[src/hw/rtl/dfq_pkg.sv]
`timescale 1ns / 1ps

package dfq_pkg;

   // Payload field widths, fixed by the channel format.
   localparam int ACTION_W   = 1;
   localparam int ITEM_ID_W  = 16;
   localparam int STATUS_W   = 2;
   localparam int ITEM_OUT_W = 16;
   localparam int COUNT_W    = 5;

   // Default sizing of the queue.
   localparam int DFQ_DEPTH   = 16;
   localparam int DFQ_ID_BITS = 16;

   typedef logic [ACTION_W-1:0]   action_type;
   typedef logic [ITEM_ID_W-1:0]  item_id_type;
   typedef logic [STATUS_W-1:0]   status_type;
   typedef logic [ITEM_OUT_W-1:0] item_out_type;
   typedef logic [COUNT_W-1:0]    count_type;

   localparam action_type ACTION_INSERT = 1'b0;
   localparam action_type ACTION_REMOVE = 1'b1;

   localparam status_type STATUS_OK     = 2'd0;
   localparam status_type STATUS_REJECT = 2'd1;
   localparam status_type STATUS_EMPTY  = 2'd2;

endpackage

[src/hw/rtl/dfq_if.sv]
`timescale 1ns / 1ps

// Request channel: one queue operation per word.
interface dfq_req_if;
   logic                 valid;
   logic                 ready;
   dfq_pkg::action_type  action;
   dfq_pkg::item_id_type item_id;

   modport source (output valid, output action, output item_id, input ready);
   modport sink   (input valid, input action, input item_id, output ready);
endinterface

// Response channel: one result word per request.
interface dfq_rsp_if;
   logic                  valid;
   logic                  ready;
   dfq_pkg::status_type   status;
   dfq_pkg::item_out_type item_out;
   dfq_pkg::count_type    entry_count;

   modport source (output valid, output status, output item_out, output entry_count,
                   input ready);
   modport sink   (input valid, input status, input item_out, input entry_count,
                   output ready);
endinterface

[src/hw/rtl/dfq_ram.sv]
`timescale 1ns / 1ps

// Simple dual-port RAM, one write and one registered read per cycle.
module dfq_ram #(
   parameter int WIDTH = 16,
   parameter int DEPTH = 16
) (
   input  logic                     clock,
   input  logic                     wr_en,
   input  logic [$clog2(DEPTH)-1:0] wr_addr,
   input  logic [WIDTH-1:0]         wr_data,
   input  logic [$clog2(DEPTH)-1:0] rd_addr,
   output logic [WIDTH-1:0]         rd_data
);

   logic [WIDTH-1:0] mem_ff [DEPTH];
   logic [WIDTH-1:0] rd_data_ff;

   always_ff @(posedge clock) begin
      if (wr_en) begin
         mem_ff[wr_addr] <= wr_data;
      end
      rd_data_ff <= mem_ff[rd_addr];
   end

   assign rd_data = rd_data_ff;

endmodule

[src/hw/rtl/dedup_fifo_queue_unit.sv]
`timescale 1ns / 1ps

// FIFO queue of nonzero identifiers that refuses duplicates. A request word
// either inserts item_id at the tail (rejected with status 1 when the id is
// zero, already queued, or the queue is full) or removes the head entry
// (status 2 when empty). Every request yields one response word carrying the
// status, the removed id (zero if none) and the entry count after the request.
// Entries live in a ring memory of DEPTH words with one read port, so the
// duplicate check walks the queued entries one per cycle. An insert that is
// checked walks all of them (stopping early when a duplicate turns up) and
// then appends; a remove reads the head entry, and an insert refused for null
// id or full queue goes straight to its result. A finished result also waits
// while the output register still holds an untaken response word. One
// request is in flight at a time; a finished response waits in the output
// register while the next request is accepted.
// The queue is empty after reset; no memory clearing pass is needed.
module dedup_fifo_queue_unit #(
   parameter int DEPTH   = dfq_pkg::DFQ_DEPTH,
   parameter int ID_BITS = dfq_pkg::DFQ_ID_BITS
) (
   input logic clock,
   input logic reset,
   dfq_req_if.sink   req_bus,
   dfq_rsp_if.source rsp_bus
);

   import dfq_pkg::*;

   localparam int AW = $clog2(DEPTH);
   localparam int CW = $clog2(DEPTH + 1);
   localparam logic [AW-1:0] LAST_POS = AW'(DEPTH - 1);
   localparam logic [CW-1:0] FULL_CNT = CW'(DEPTH);

   localparam logic [2:0] ST_IDLE   = 3'd0;
   localparam logic [2:0] ST_SCAN   = 3'd1;
   localparam logic [2:0] ST_RDWAIT = 3'd2;
   localparam logic [2:0] ST_FINISH = 3'd3;

   logic [2:0]         state_ff, state_in;
   logic [AW-1:0]      head_ff, head_in;
   logic [AW-1:0]      tail_ff, tail_in;
   logic [CW-1:0]      occ_ff, occ_in;
   logic [AW-1:0]      ptr_ff, ptr_in;
   logic [CW-1:0]      cnt_ff, cnt_in;
   logic               pend_ff, pend_in;
   logic [ID_BITS-1:0] id_ff, id_in;
   status_type         res_status_ff, res_status_in;
   item_out_type       res_item_ff, res_item_in;

   logic               rsp_valid_ff, rsp_valid_in;
   status_type         rsp_status_ff, rsp_status_in;
   item_out_type       rsp_item_ff, rsp_item_in;
   count_type          rsp_count_ff, rsp_count_in;

   logic               ram_wr_en;
   logic [AW-1:0]      ram_rd_addr;
   logic [ID_BITS-1:0] ram_rd_data;
   logic [ID_BITS-1:0] req_id;
   logic               out_free;
   logic               hit;

   function automatic logic [AW-1:0] next_pos(input logic [AW-1:0] p);
      next_pos = (p == LAST_POS) ? '0 : p + 1'b1;
   endfunction

   // Take the identifier in its low ID_BITS bits, zero-extended if wider.
   assign req_id   = ID_BITS'({{ID_BITS{1'b0}}, req_bus.item_id});
   assign out_free = !rsp_valid_ff || rsp_bus.ready;
   assign hit      = pend_ff && (ram_rd_data == id_ff);

   // Scan reads walk from head; otherwise keep the head entry addressed so a
   // remove finds it in the cycle after acceptance.
   assign ram_rd_addr = (state_ff == ST_SCAN) ? ptr_ff : head_ff;

   dfq_ram #(
      .WIDTH (ID_BITS),
      .DEPTH (DEPTH)
   ) u_ring (
      .clock   (clock),
      .wr_en   (ram_wr_en),
      .wr_addr (tail_ff),
      .wr_data (id_ff),
      .rd_addr (ram_rd_addr),
      .rd_data (ram_rd_data)
   );

   // Sequencer
   always_comb begin
      state_in      = state_ff;
      head_in       = head_ff;
      tail_in       = tail_ff;
      occ_in        = occ_ff;
      ptr_in        = ptr_ff;
      cnt_in        = cnt_ff;
      pend_in       = 1'b0;
      id_in         = id_ff;
      res_status_in = res_status_ff;
      res_item_in   = res_item_ff;
      ram_wr_en     = 1'b0;

      case (state_ff)
         ST_IDLE: begin
            if (req_bus.valid) begin
               id_in       = req_id;
               res_item_in = '0;
               if (req_bus.action == ACTION_REMOVE) begin
                  if (occ_ff == '0) begin
                     res_status_in = STATUS_EMPTY;
                     state_in      = ST_FINISH;
                  end else begin
                     state_in = ST_RDWAIT;
                  end
               end else if (req_id == '0 || occ_ff == FULL_CNT) begin
                  res_status_in = STATUS_REJECT;
                  state_in      = ST_FINISH;
               end else begin
                  ptr_in   = head_ff;
                  cnt_in   = '0;
                  state_in = ST_SCAN;
               end
            end
         end
         ST_SCAN: begin
            if (hit) begin
               // Duplicate: drop the insert.
               res_status_in = STATUS_REJECT;
               state_in      = ST_FINISH;
            end else if (cnt_ff != occ_ff) begin
               // Issue next read; compare it in the next cycle.
               ptr_in  = next_pos(ptr_ff);
               cnt_in  = cnt_ff + 1'b1;
               pend_in = 1'b1;
            end else begin
               // All entries checked: append at tail.
               ram_wr_en     = 1'b1;
               tail_in       = next_pos(tail_ff);
               occ_in        = occ_ff + 1'b1;
               res_status_in = STATUS_OK;
               state_in      = ST_FINISH;
            end
         end
         ST_RDWAIT: begin
            res_item_in   = ITEM_OUT_W'({{ITEM_OUT_W{1'b0}}, ram_rd_data});
            head_in       = next_pos(head_ff);
            occ_in        = occ_ff - 1'b1;
            res_status_in = STATUS_OK;
            state_in      = ST_FINISH;
         end
         ST_FINISH: begin
            if (out_free) begin
               state_in = ST_IDLE;
            end
         end
         default: begin
            state_in = ST_IDLE;
         end
      endcase
   end

   // Output register: hold until taken, load when the result is done.
   always_comb begin
      rsp_valid_in  = rsp_valid_ff;
      rsp_status_in = rsp_status_ff;
      rsp_item_in   = rsp_item_ff;
      rsp_count_in  = rsp_count_ff;
      if (state_ff == ST_FINISH && out_free) begin
         rsp_valid_in  = 1'b1;
         rsp_status_in = res_status_ff;
         rsp_item_in   = res_item_ff;
         rsp_count_in  = COUNT_W'({{COUNT_W{1'b0}}, occ_ff});
      end else if (rsp_bus.ready) begin
         rsp_valid_in = 1'b0;
      end
   end

   always_ff @(posedge clock) begin
      if (reset) begin
         state_ff     <= ST_IDLE;
         head_ff      <= '0;
         tail_ff      <= '0;
         occ_ff       <= '0;
         pend_ff      <= 1'b0;
         rsp_valid_ff <= 1'b0;
      end else begin
         state_ff     <= state_in;
         head_ff      <= head_in;
         tail_ff      <= tail_in;
         occ_ff       <= occ_in;
         pend_ff      <= pend_in;
         rsp_valid_ff <= rsp_valid_in;
      end
   end

   always_ff @(posedge clock) begin
      ptr_ff        <= ptr_in;
      cnt_ff        <= cnt_in;
      id_ff         <= id_in;
      res_status_ff <= res_status_in;
      res_item_ff   <= res_item_in;
      rsp_status_ff <= rsp_status_in;
      rsp_item_ff   <= rsp_item_in;
      rsp_count_ff  <= rsp_count_in;
   end

   assign req_bus.ready       = (state_ff == ST_IDLE);
   assign rsp_bus.valid       = rsp_valid_ff;
   assign rsp_bus.status      = rsp_status_ff;
   assign rsp_bus.item_out    = rsp_item_ff;
   assign rsp_bus.entry_count = rsp_count_ff;

endmodule

[src/flat_wrapper.sv]
// flat-port wrapper written by rule: the top's interface ports become plain ports
module dedup_fifo_queue_unit_flat import dfq_pkg::*;
#(
   parameter int DEPTH   = dfq_pkg::DFQ_DEPTH,
   parameter int ID_BITS = dfq_pkg::DFQ_ID_BITS
)
  (clock, reset, req_bus_valid, req_bus_action, req_bus_item_id, req_bus_ready, rsp_bus_valid, rsp_bus_status, rsp_bus_item_out, rsp_bus_entry_count, rsp_bus_ready);
  dfq_req_if req_bus_i ();
  dfq_rsp_if rsp_bus_i ();
  input logic clock;
  input logic reset;
  input wire logic [$bits(req_bus_i.valid)-1:0] req_bus_valid;
  input wire logic [$bits(req_bus_i.action)-1:0] req_bus_action;
  input wire logic [$bits(req_bus_i.item_id)-1:0] req_bus_item_id;
  output wire logic [$bits(req_bus_i.ready)-1:0] req_bus_ready;
  output wire logic [$bits(rsp_bus_i.valid)-1:0] rsp_bus_valid;
  output wire logic [$bits(rsp_bus_i.status)-1:0] rsp_bus_status;
  output wire logic [$bits(rsp_bus_i.item_out)-1:0] rsp_bus_item_out;
  output wire logic [$bits(rsp_bus_i.entry_count)-1:0] rsp_bus_entry_count;
  input wire logic [$bits(rsp_bus_i.ready)-1:0] rsp_bus_ready;
  assign req_bus_i.valid = req_bus_valid;
  assign req_bus_i.action = req_bus_action;
  assign req_bus_i.item_id = req_bus_item_id;
  assign req_bus_ready = req_bus_i.ready;
  assign rsp_bus_valid = rsp_bus_i.valid;
  assign rsp_bus_status = rsp_bus_i.status;
  assign rsp_bus_item_out = rsp_bus_i.item_out;
  assign rsp_bus_entry_count = rsp_bus_i.entry_count;
  assign rsp_bus_i.ready = rsp_bus_ready;
  dedup_fifo_queue_unit #(.DEPTH(DEPTH), .ID_BITS(ID_BITS)) u_core (.clock(clock), .reset(reset), .req_bus(req_bus_i), .rsp_bus(rsp_bus_i));
endmodule
[config.mk]
export PLATFORM = sky130hd
export DESIGN_NAME = dedup_fifo_queue_unit_flat
export DESIGN_NICKNAME = d
export VERILOG_FILES = /design/src/hw/rtl/dfq_pkg.sv /design/src/hw/rtl/dfq_if.sv /design/src/hw/rtl/dfq_ram.sv /design/src/hw/rtl/dedup_fifo_queue_unit.sv /design/src/flat_wrapper.sv
export SDC_FILE = /design/constraint.sdc
export NUM_CORES = 1
export LEC_CHECK = 0
export BUFFER_PORTS_ARGS = -buffer_cell sky130_fd_sc_hd__clkbuf_2
export CAP_MARGIN = 5
export CORE_MARGIN = 2
export CORE_UTILIZATION = 53
export CTS_CLUSTER_DIAMETER = 50
export DETAILED_ROUTE_END_ITERATION = 7
export PLACE_DENSITY = 0.82
export SYNTH_ARGS = -nofsm -noshare
export SYNTH_HDL_FRONTEND = slang
export SYNTH_SLANG_ARGS = --single-unit
[constraint.sdc]
create_clock -name clock -period 3 [get_ports clock]
set_clock_uncertainty 0.05 [all_clocks]
set_input_delay 0.15 -clock clock [delete_from_list [all_inputs] [get_ports clock]]
set_output_delay 0.15 -clock clock [all_outputs]
set_load 0.1 [all_outputs]
==> results of run 1 <==
## worst max-delay path: cells and delay by family (launching register included)
kind                     cells  cell delay (ps)
AO/OA/AOI/OAI                2              380
adder cells (fa/ha/maj)      1              280
buffers and inverters        2              480
flip-flops                   1              340
multiplexers                 2              940
AND/OR/NAND/NOR              1              180
## power breakdown
group / internal [mW] / switching (mW)
clock network: 2.79 / 1.82
registers: 6.12 / 0.457
logic: 1.45 / 1.93
## what timing repair did
action	CTS	global route
resized for setup	0	3
setup buffers	0	2
endpoints found under the setup margin	0	155
hold buffers	18	0
endpoints found under the hold margin	19	0
## registers in the layout (all words and copies together), names as in the netlist, 5 cells and up
signal                      cells
u_core.u_ring.mem_ff          256
u_core.id_ff                   16
u_core.res_item_ff             16
u_core.rsp_bus.item_out        16
u_core.u_ring.rd_data          16
u_core.cnt_ff                   5
u_core.occ_ff                   5
u_core.rsp_bus.entry_count      5
## layout make-up
class	instances	area (um^2)	area share [%]
tap	335	419.2	2.564
clock buffer	55	1086	6.642
multi-input combinational	342	3405	20.82
clock inverter	13	158.9	0.9718
sequential	355	10330	63.18
inverter	11	41.29	0.2525
timing repair buffer	123	910.9	5.571
## routing by layer
layer | track usage [%] | vias to the layer above | wire [um]
li1 | - | 3196 | -
met4 | 6.163 | 0 | 650
met1 | 31.59 | 3783 | 12380
met2 | 36.62 | 375 | 15060
met5 | 0 | - | 0
met3 | 4.671 | 63 | 2696
## cells by family (layout without fill, tap and decap cells)
group,after synthesis,after routing
flip-flops,355,355
adder cells (fa/ha/maj),15,15
AO/OA/AOI/OAI,69,69
XOR/XNOR,31,31
buffers and inverters,41,202
AND/OR/NAND/NOR,152,152
multiplexers,75,75
## layout by cell type, fill, tap and decap left out, types with 4 or more instances in the layout
cell / instances
clkbuf_8: 5
mux2i_1: 5
nand3_1: 7
a21oi_1: 17
xnor2_1: 13
clkbuf_1: 11
nor2b_1: 5
clkbuf_2: 45
edfxtp_1: 322
mux2i_4: 4
buf_4: 56
and3_1: 14
nor2_1: 21
a31oi_1: 17
clkbuf_16: 40
nand2_1: 46
mux4_2: 62
xor2_1: 18
ha_1: 14
nor4_1: 8
o21ai_0: 4
inv_1: 10
dlygate4sd3_1: 18
and2_1: 36
dfxtp_1: 33
a211oi_2: 9
a211oi_1: 8
## worst paths after layout
check,endpoint,start,depth (start not counted),slack [ps]
worst max-delay path,u_core.u_ring.rd_data[15]$_DFF_P_,u_core.state_ff[1]$_SDFFE_PP0P_,8,180
worst min-delay path,u_core.occ_ff[1]$_SDFFE_PP0P_,reset,2,60
worst max register to register,u_core.u_ring.rd_data[15]$_DFF_P_,u_core.state_ff[1]$_SDFFE_PP0P_,8,180
worst min register to register,u_core.rsp_bus.item_out[3]$_DFFE_PP_,u_core.res_item_ff[3]$_SDFFCE_PN0P_,0,380
==> impl_metrics.tcl, run 1 <==
set metrics [dict create \
    worst_slack_ps 181.6 \
    yosysTopAreaCellShare_pct 69.50 \
    fmax_ghz 0.3548 \
    worstSkewPairLatency_ps 520 \
    yosys-top-cells-area "edfxtp_1 (70%), mux4_2 (10%), dfxtp_1 (4.7%)" \
    synthArstFlopShare_pct 0 \
    layout-drive-gt1-share_pct 27.25 \
    critPathRequiredTime_ps 3320 \
    stdcell_count 1234 \
    finalHoldViolations 0 \
    post-dp-hpwl_um 18400 \
    yosysMostFrequentCell "edfxtp_1" \
    crit_chain "inv_1, ha_1, mux2i_4, clkbuf_16, mux4_1, and2_1, a211oi_1, a31oi_1" \
    post-place-ws_ps 121.7 \
    synth_top_family_by_area "multiplexers" \
    tightest_slew_ps 678.6 \
    area.growth.synth_to_final_pct 17.53 \
    synth_fa_ha_area_share_pct 1.403 \
    grt_pass1_wl_um 46580 \
    cp.arrival_ps 3140 \
    rsz0062_at_grt "false" \
    total_power_mw 14.57 \
    synth_common_cells "edfxtp_1 (322), mux4_2 (62), nand2_1 (46)" \
    synth_xor_area_share_pct 1.952 \
    power_density_nw_per_um2 891.0 \
    ys_seq_area_share_pct 74.25 \
    io_buffers 45 \
    synth_edf_count 322 \
    cts_tree "yes" \
    rows 59 \
    finalCriticalPeriod_ps 2818 \
    drc 0 \
    synth_top_flop_cell "edfxtp_1" \
    clk_pin_slew_ps 60 \
    hold_path.class "in -> reg" \
    endpoint_kind "flip-flop" \
    final_net_count 906 \
    total_leakage_power_nw 5.686 \
    synth_cell_type_count 47 \
    period_share_pct 93.95 \
    fin_setup_tns_ps 0 \
    clock-root-buffer "clkbuf_16" \
    finalSetupViolCount 0 \
    utilization_pct 63.10 \
    cp_max_fo 49 \
    synth_nets 774 \
    ir_worst_vdd_uv 603.9 \
    synthCells 738 \
    yosys_warnings 0 \
    wire_per_inst_um 24.95 \
    die_area_um2 27560 \
    synthSimpleGateAreaFrac_pct 5.576 \
    finalMaxSlewViolations 0 \
    muxShareOfSynthArea_pct 11.25 \
    numCtsBuffers 37 \
    grt_pass1_vias 7550 \
    cp-start-kind "flip-flop" \
    synth_top_cell_by_area "edfxtp_1" \
    drv_cap 0 \
    holdWs_ps 59.44 \
    avgSynthCellArea_um2 18.85 \
    final_area_um2 16350 \
    status "complete, no violations" \
    ctsHtreeMaxLevel 2 \
    diodes 0 \
    placed_cell_area_um2 14880 \
    grt_start_max_net_pins 50 \
    overflow 0 \
    fillers 1678 \
    slew_headroom_pct 54.66 \
    drt-vias-per-instance 6.011 \
    ys_ff_latch 355 \
    ios 46 \
    dr_total_vias 7417 \
    place.gp.congestion 0.8054 \
    clk_path_buf_depth 3 \
    die_w_um 166.0 \
    critPathKind "reg -> reg" \
    slowest_delay_ps 610 \
    routed_wl_um 30790 \
    grt_antenna_before_repair 0 \
    clkSinkCount 355 \
    synth_compound_area_share_pct 3.795 \
    place_inst 1146 \
    start_util_pct 53.69 \
    detailedRoute.firstIterationViolations 720 \
    drtAntennaViolNets 0 \
    drt_first_pass_iters 7 \
    chipHeight_um 166.0 \
    worst_path_max_delay_cell "mux4_1" \
    grt_use_total_pct 22.55 \
    synth_area_um2 13910 \
    core_um2 25910 \
]
No activity file was read; power rests on OpenSTA's default activity.
==> inputs of run 2 (changes only) <==
- CORE_UTILIZATION: 53 -> 55
- PLACE_DENSITY: 0.82 -> 0.85
==> impl_metrics.tcl, run 2 (synthesis gave the netlist of run 1 again) <==
set metrics [dict create \
    status "complete, no violations" \
    numCtsBuffers 34 \
    regMostFlops "u_core.u_ring.mem_ff" \
    drv_cap 0 \
    clkSinkCount 355 \
    total_power_mw 13.99 \
    slew_headroom_pct 47.18 \
    cp-start-kind "flip-flop" \
    overflow 0 \
    ctsHtreeMaxLevel 2 \
    cts_tree "yes" \
    cp_max_fo 17 \
    path_delay_family "flip-flops" \
    period_share_pct 93.47 \
    slowest_delay_ps 760 \
    clock-root-buffer "clkbuf_16" \
    tightest_slew_ps 792.3 \
    start_util_pct 55.57 \
    largest_reg_flops 256 \
    drc 0 \
    grt_antenna_before_repair 1 \
    area.growth.synth_to_final_pct 16.66 \
    total_leakage_power_nw 5.572 \
    worstSkewPairLatency_ps 510 \
    routed_wl_um 29080 \
    io_buffers 45 \
    holdPathStages 2 \
    grt_pass1_vias 7343 \
    crit_chain "xnor2_1, and3_1, a211oi_4, and3_1, buf_12" \
    drt-vias-per-instance 6.040 \
    utilization_pct 64.82 \
    finalMaxSlewViolations 0 \
    finalHoldViolations 0 \
    grt_start_max_net_pins 36 \
    final_common_cell "edfxtp_1" \
    fillers 1609 \
    critPathKind "reg -> reg" \
    drt_first_pass_iters 5 \
    chipHeight_um 163.0 \
    wire_per_inst_um 24.08 \
    post-dp-hpwl_um 17280 \
    clk_path_buf_depth 3 \
    core_um2 25040 \
    fmax_ghz 0.3566 \
    fin_setup_tns_ps 0 \
    most-common-layout-cells "edfxtp_1 (322), mux4_2 (62), nand2_1 (46)" \
    hold_path.class "in -> reg" \
    die_area_um2 26580 \
    layout-drive-gt1-share_pct 25.20 \
    placed_cell_area_um2 14960 \
    endpoint_kind "flip-flop" \
    finalSetupViolCount 0 \
    place.gp.congestion 0.7813 \
    clk_pin_slew_ps 60 \
    cp.arrival_ps 2960 \
    grt_pass1_wl_um 43760 \
    ios 46 \
    worst_path_max_delay_cell "edfxtp_1" \
    path_depth 5 \
    detailedRoute.firstIterationViolations 763 \
    drtAntennaViolNets 0 \
    reg2reg_depth 5 \
    die_w_um 163.0 \
    rows 58 \
    critPathRequiredTime_ps 3150 \
    dr_total_vias 7296 \
    final_net_count 889 \
    finalCriticalPeriod_ps 2804 \
    final_area_um2 16230 \
    rsz0062_at_grt "false" \
    grt_use_total_pct 22.74 \
    cp_num_buf_inv 1 \
    crit_top_cell "and3_1" \
    power_density_nw_per_um2 862.3 \
    ir_worst_vdd_uv 576.5 \
]
[run 2: routing by layer]
metal  share of wire (%)  GRT usage (%)  up-vias  wire [um]
met5                   0              0        -          0
met4                 3.3          9.010        0        947
met3                 9.9          5.866       71       2882
met2                  49          36.94      386      14260
met1                  38          29.77     3680      10990
li1                    -              -     3159          -
[run 2: path summary, 6_finish.rpt]
| check | endpoint | slack, ps | start |
|---|---|---|---|
| setup / recovery | u_core.u_ring.mem_ff[5][0]$_DFFE_PP_ | 200 | u_core.id_ff[5]$_DFFE_PP_ |
| hold / removal | u_core.occ_ff[1]$_SDFFE_PP0P_ | 70 | reset |
| setup reg to reg | u_core.u_ring.mem_ff[5][0]$_DFFE_PP_ | 200 | u_core.id_ff[5]$_DFFE_PP_ |
| hold reg to reg | u_core.rsp_bus.item_out[14]$_DFFE_PP_ | 370 | u_core.res_item_ff[14]$_SDFFCE_PN0P_ |
[run 2: report_power, final]
| group | internal, mW | switching, mW | total, mW |
|---|---|---|---|
| Clock | 2.35 | 1.72 | 4.07 |
| Combinational | 1.44 | 1.85 | 3.29 |
| Sequential | 6.12 | 0.511 | 6.64 |
[run 2: what timing repair did]
| action | CTS | global route |
|---|---|---|
| gates resized for setup | 0 | 0 |
| hold endpoints to repair | 19 | 0 |
| setup endpoints to repair | 0 | 57 |
| hold buffers | 18 | 0 |
| buffers inserted | 0 | 3 |
[run 2: cell type report]
| type | instances | area [um^2] | area share, % |
|---|---|---|---|
| Multi-Input combinational cell | 342 | 3392 | 20.90 |
| Antenna cell | 1 | 2.502 | 0.01542 |
| Inverter | 11 | 41.29 | 0.2544 |
| Timing Repair Buffer | 109 | 1001 | 6.168 |
| Sequential cell | 355 | 10330 | 63.65 |
| Clock inverter | 13 | 118.9 | 0.7324 |
| Clock buffer | 47 | 930.9 | 5.736 |
| Tap cell | 330 | 412.9 | 2.544 |
[run 2: stage by stage]
step	setup slack (ps)	hold slack (ps)	instances
after global placement	357.2	293.4	1126
after detailed placement	203.5	295.4	1126
after CTS	134.9	47.42	1204
after global routing	68.41	95.43	1207
final	196.0	71.31	1208
after floorplan	20.53	198.9	738
==> inputs of run 3 (changes only) <==
- CELL_PAD_IN_SITES_DETAIL_PLACEMENT: default -> 1
- CELL_PAD_IN_SITES_GLOBAL_PLACEMENT: default -> 2
- CORE_UTILIZATION: 55 -> 45
- CTS_BUF_LIST: default -> sky130_fd_sc_hd__clkbuf_8
- PLACE_DENSITY: 0.85 -> 0.88
==> impl_metrics.tcl, run 3 (synthesis gave the netlist of run 1 again) <==
set metrics [dict create \
    grt_pass1_vias 7915 \
    total_leakage_power_nw 5.670 \
    cts_tree "yes" \
    drtAntennaViolNets 0 \
    detailedRoute.firstIterationViolations 602 \
    io_buffers 45 \
    endpoint_kind "flip-flop" \
    cp.arrival_ps 3200 \
    numCtsBuffers 56 \
    regMostFlops "u_core.u_ring.mem_ff" \
    worst_slack_ps 65.54 \
    final_net_count 921 \
    ios 46 \
    drc 0 \
    hold_path.class "in -> reg" \
    worstSkewPairLatency_ps 630 \
    cp_max_fo 16 \
    die_area_um2 32340 \
    area.growth.synth_to_final_pct 16.85 \
    largest_reg_flops 256 \
    clkSinkCount 355 \
    fmax_ghz 0.3408 \
    rows 64 \
    finalCriticalPeriod_ps 2934 \
    finalHoldViolations 0 \
    critPathKind "reg -> reg" \
    drv_cap 0 \
    slew_headroom_pct 46.15 \
    post-dp-hpwl_um 21720 \
    ir_worst_vdd_uv 413.2 \
    clock-root-buffer "clkbuf_8" \
    cp-start-kind "flip-flop" \
    core_um2 30510 \
    ctsHtreeMaxLevel 2 \
    clk_pin_slew_ps 60 \
    stdcell_count 1329 \
    dr_total_vias 7422 \
    layout-drive-gt1-share_pct 28.08 \
    fillers 2785 \
    finalMaxSlewViolations 0 \
    die_w_um 179.8 \
    rsz0062_at_grt "false" \
    critPathRequiredTime_ps 3260 \
    grt_use_total_pct 20.40 \
    fin_setup_tns_ps 0 \
    clk_path_buf_depth 3 \
    place_inst 1198 \
    tightest_slew_ps 800.4 \
    most-common-layout-cells "edfxtp_1 (322), mux4_2 (62), clkbuf_8 (60)" \
    grt_pass1_wl_um 49590 \
    place.gp.congestion 0.8015 \
    startpoint "u_core.id_ff[13]$_DFFE_PP_" \
    diodes 0 \
    post-place-ws_ps 46.73 \
    grt_start_max_net_pins 29 \
    drt-vias-per-instance 5.585 \
    holdWs_ps 214.0 \
    start_util_pct 45.60 \
    period_share_pct 97.82 \
    r2r-start "u_core.id_ff[13]$_DFFE_PP_" \
    power_density_nw_per_um2 865.7 \
    drt_first_pass_iters 4 \
    wire_per_inst_um 24.47 \
    min-delay-start "req_bus_item_id[15]" \
    status "complete, no violations" \
    final_common_cell "edfxtp_1" \
    grt_antenna_before_repair 2 \
    routed_wl_um 32520 \
    chipHeight_um 179.8 \
    overflow 0 \
    finalSetupViolCount 0 \
]
-- run 3: cell count changes in the layout (fill, tap and decap cells not counted), moves of 3 or more --
cell | before | now
clkbuf_8 | 1 | 60
and3_2 | 0 | 7
buf_12 | 20 | 5
clkbuf_1 | 11 | 0
and3_1 | 14 | 7
clkinv_1 | 4 | 18
inv_1 | 10 | 26
dlygate4sd3_1 | 18 | 21
buf_4 | 26 | 48
clkbuf_16 | 35 | 0
-- run 3: final timing paths --
kind | slack (ps) | cells after the start | endpoint
worst max-delay path | 70 | 7 | u_core.u_ring.mem_ff[2][3]$_DFFE_PP_
worst min-delay path | 210 | 2 | u_core.id_ff[15]$_DFFE_PP_
worst max register to register | 70 | 7 | u_core.u_ring.mem_ff[2][3]$_DFFE_PP_
worst min register to register | 360 | 0 | u_core.rsp_bus.item_out[4]$_DFFE_PP_
-- run 3: per-layer routing --
layer / track usage [%] / up-vias / routed length [um]
li1: - / 3234 / -
met1: 28.89 / 3833 / 14030
met2: 31.95 / 285 / 15300
met3: 4.254 / 68 / 2339
met4: 6.504 / 2 / 839
met5: 0 / - / 7
-- run 3: worst max-delay path: stages, from the launching register on --
cell and delay, ps:
edfxtp_1 530, xor2_1 220, nor4_1 710, and3_1 360, a211oi_4 140, buf_4 200, and3_1 180, buf_4 230
-- run 3: final cells by class --
class | count | area (um^2) | area share, %
Timing Repair Buffer | 119 | 895.9 | 5.511
Tap cell | 396 | 495.5 | 3.048
Sequential cell | 355 | 10330 | 63.54
Inverter | 11 | 41.29 | 0.2540
Clock buffer | 60 | 825.8 | 5.080
Multi-Input combinational cell | 342 | 3406 | 20.95
Clock inverter | 46 | 262.8 | 1.616
-- run 3: power breakdown --
group / switching [mW] / total [mW] / internal (mW) / leakage (nW)
sequential: 0.432 / 6.56 / 6.13 / 3.20
clock: 1.91 / 3.95 / 2.04 / 0.617
combinational: 2.06 / 3.57 / 1.51 / 1.85
-- run 3: repair_timing --
| item | CTS | global route |
|---|---|---|
| hold endpoints to repair | 31 | 0 |
| endpoints found under the setup margin | 0 | 127 |
| setup buffers | 0 | 4 |
| hold buffers | 21 | 0 |
| resized for setup | 0 | 8 |
-- run 3: stage by stage --
step,util (%),power [mW],cell area [um^2]
finish,53.28,14.07,16260
global route,53.28,14.71,16260
CTS,53.14,14.16,16210
detailed placement,48.88,10.21,14910
global placement,48.88,10.05,14910
floorplan,-,9.031,13910
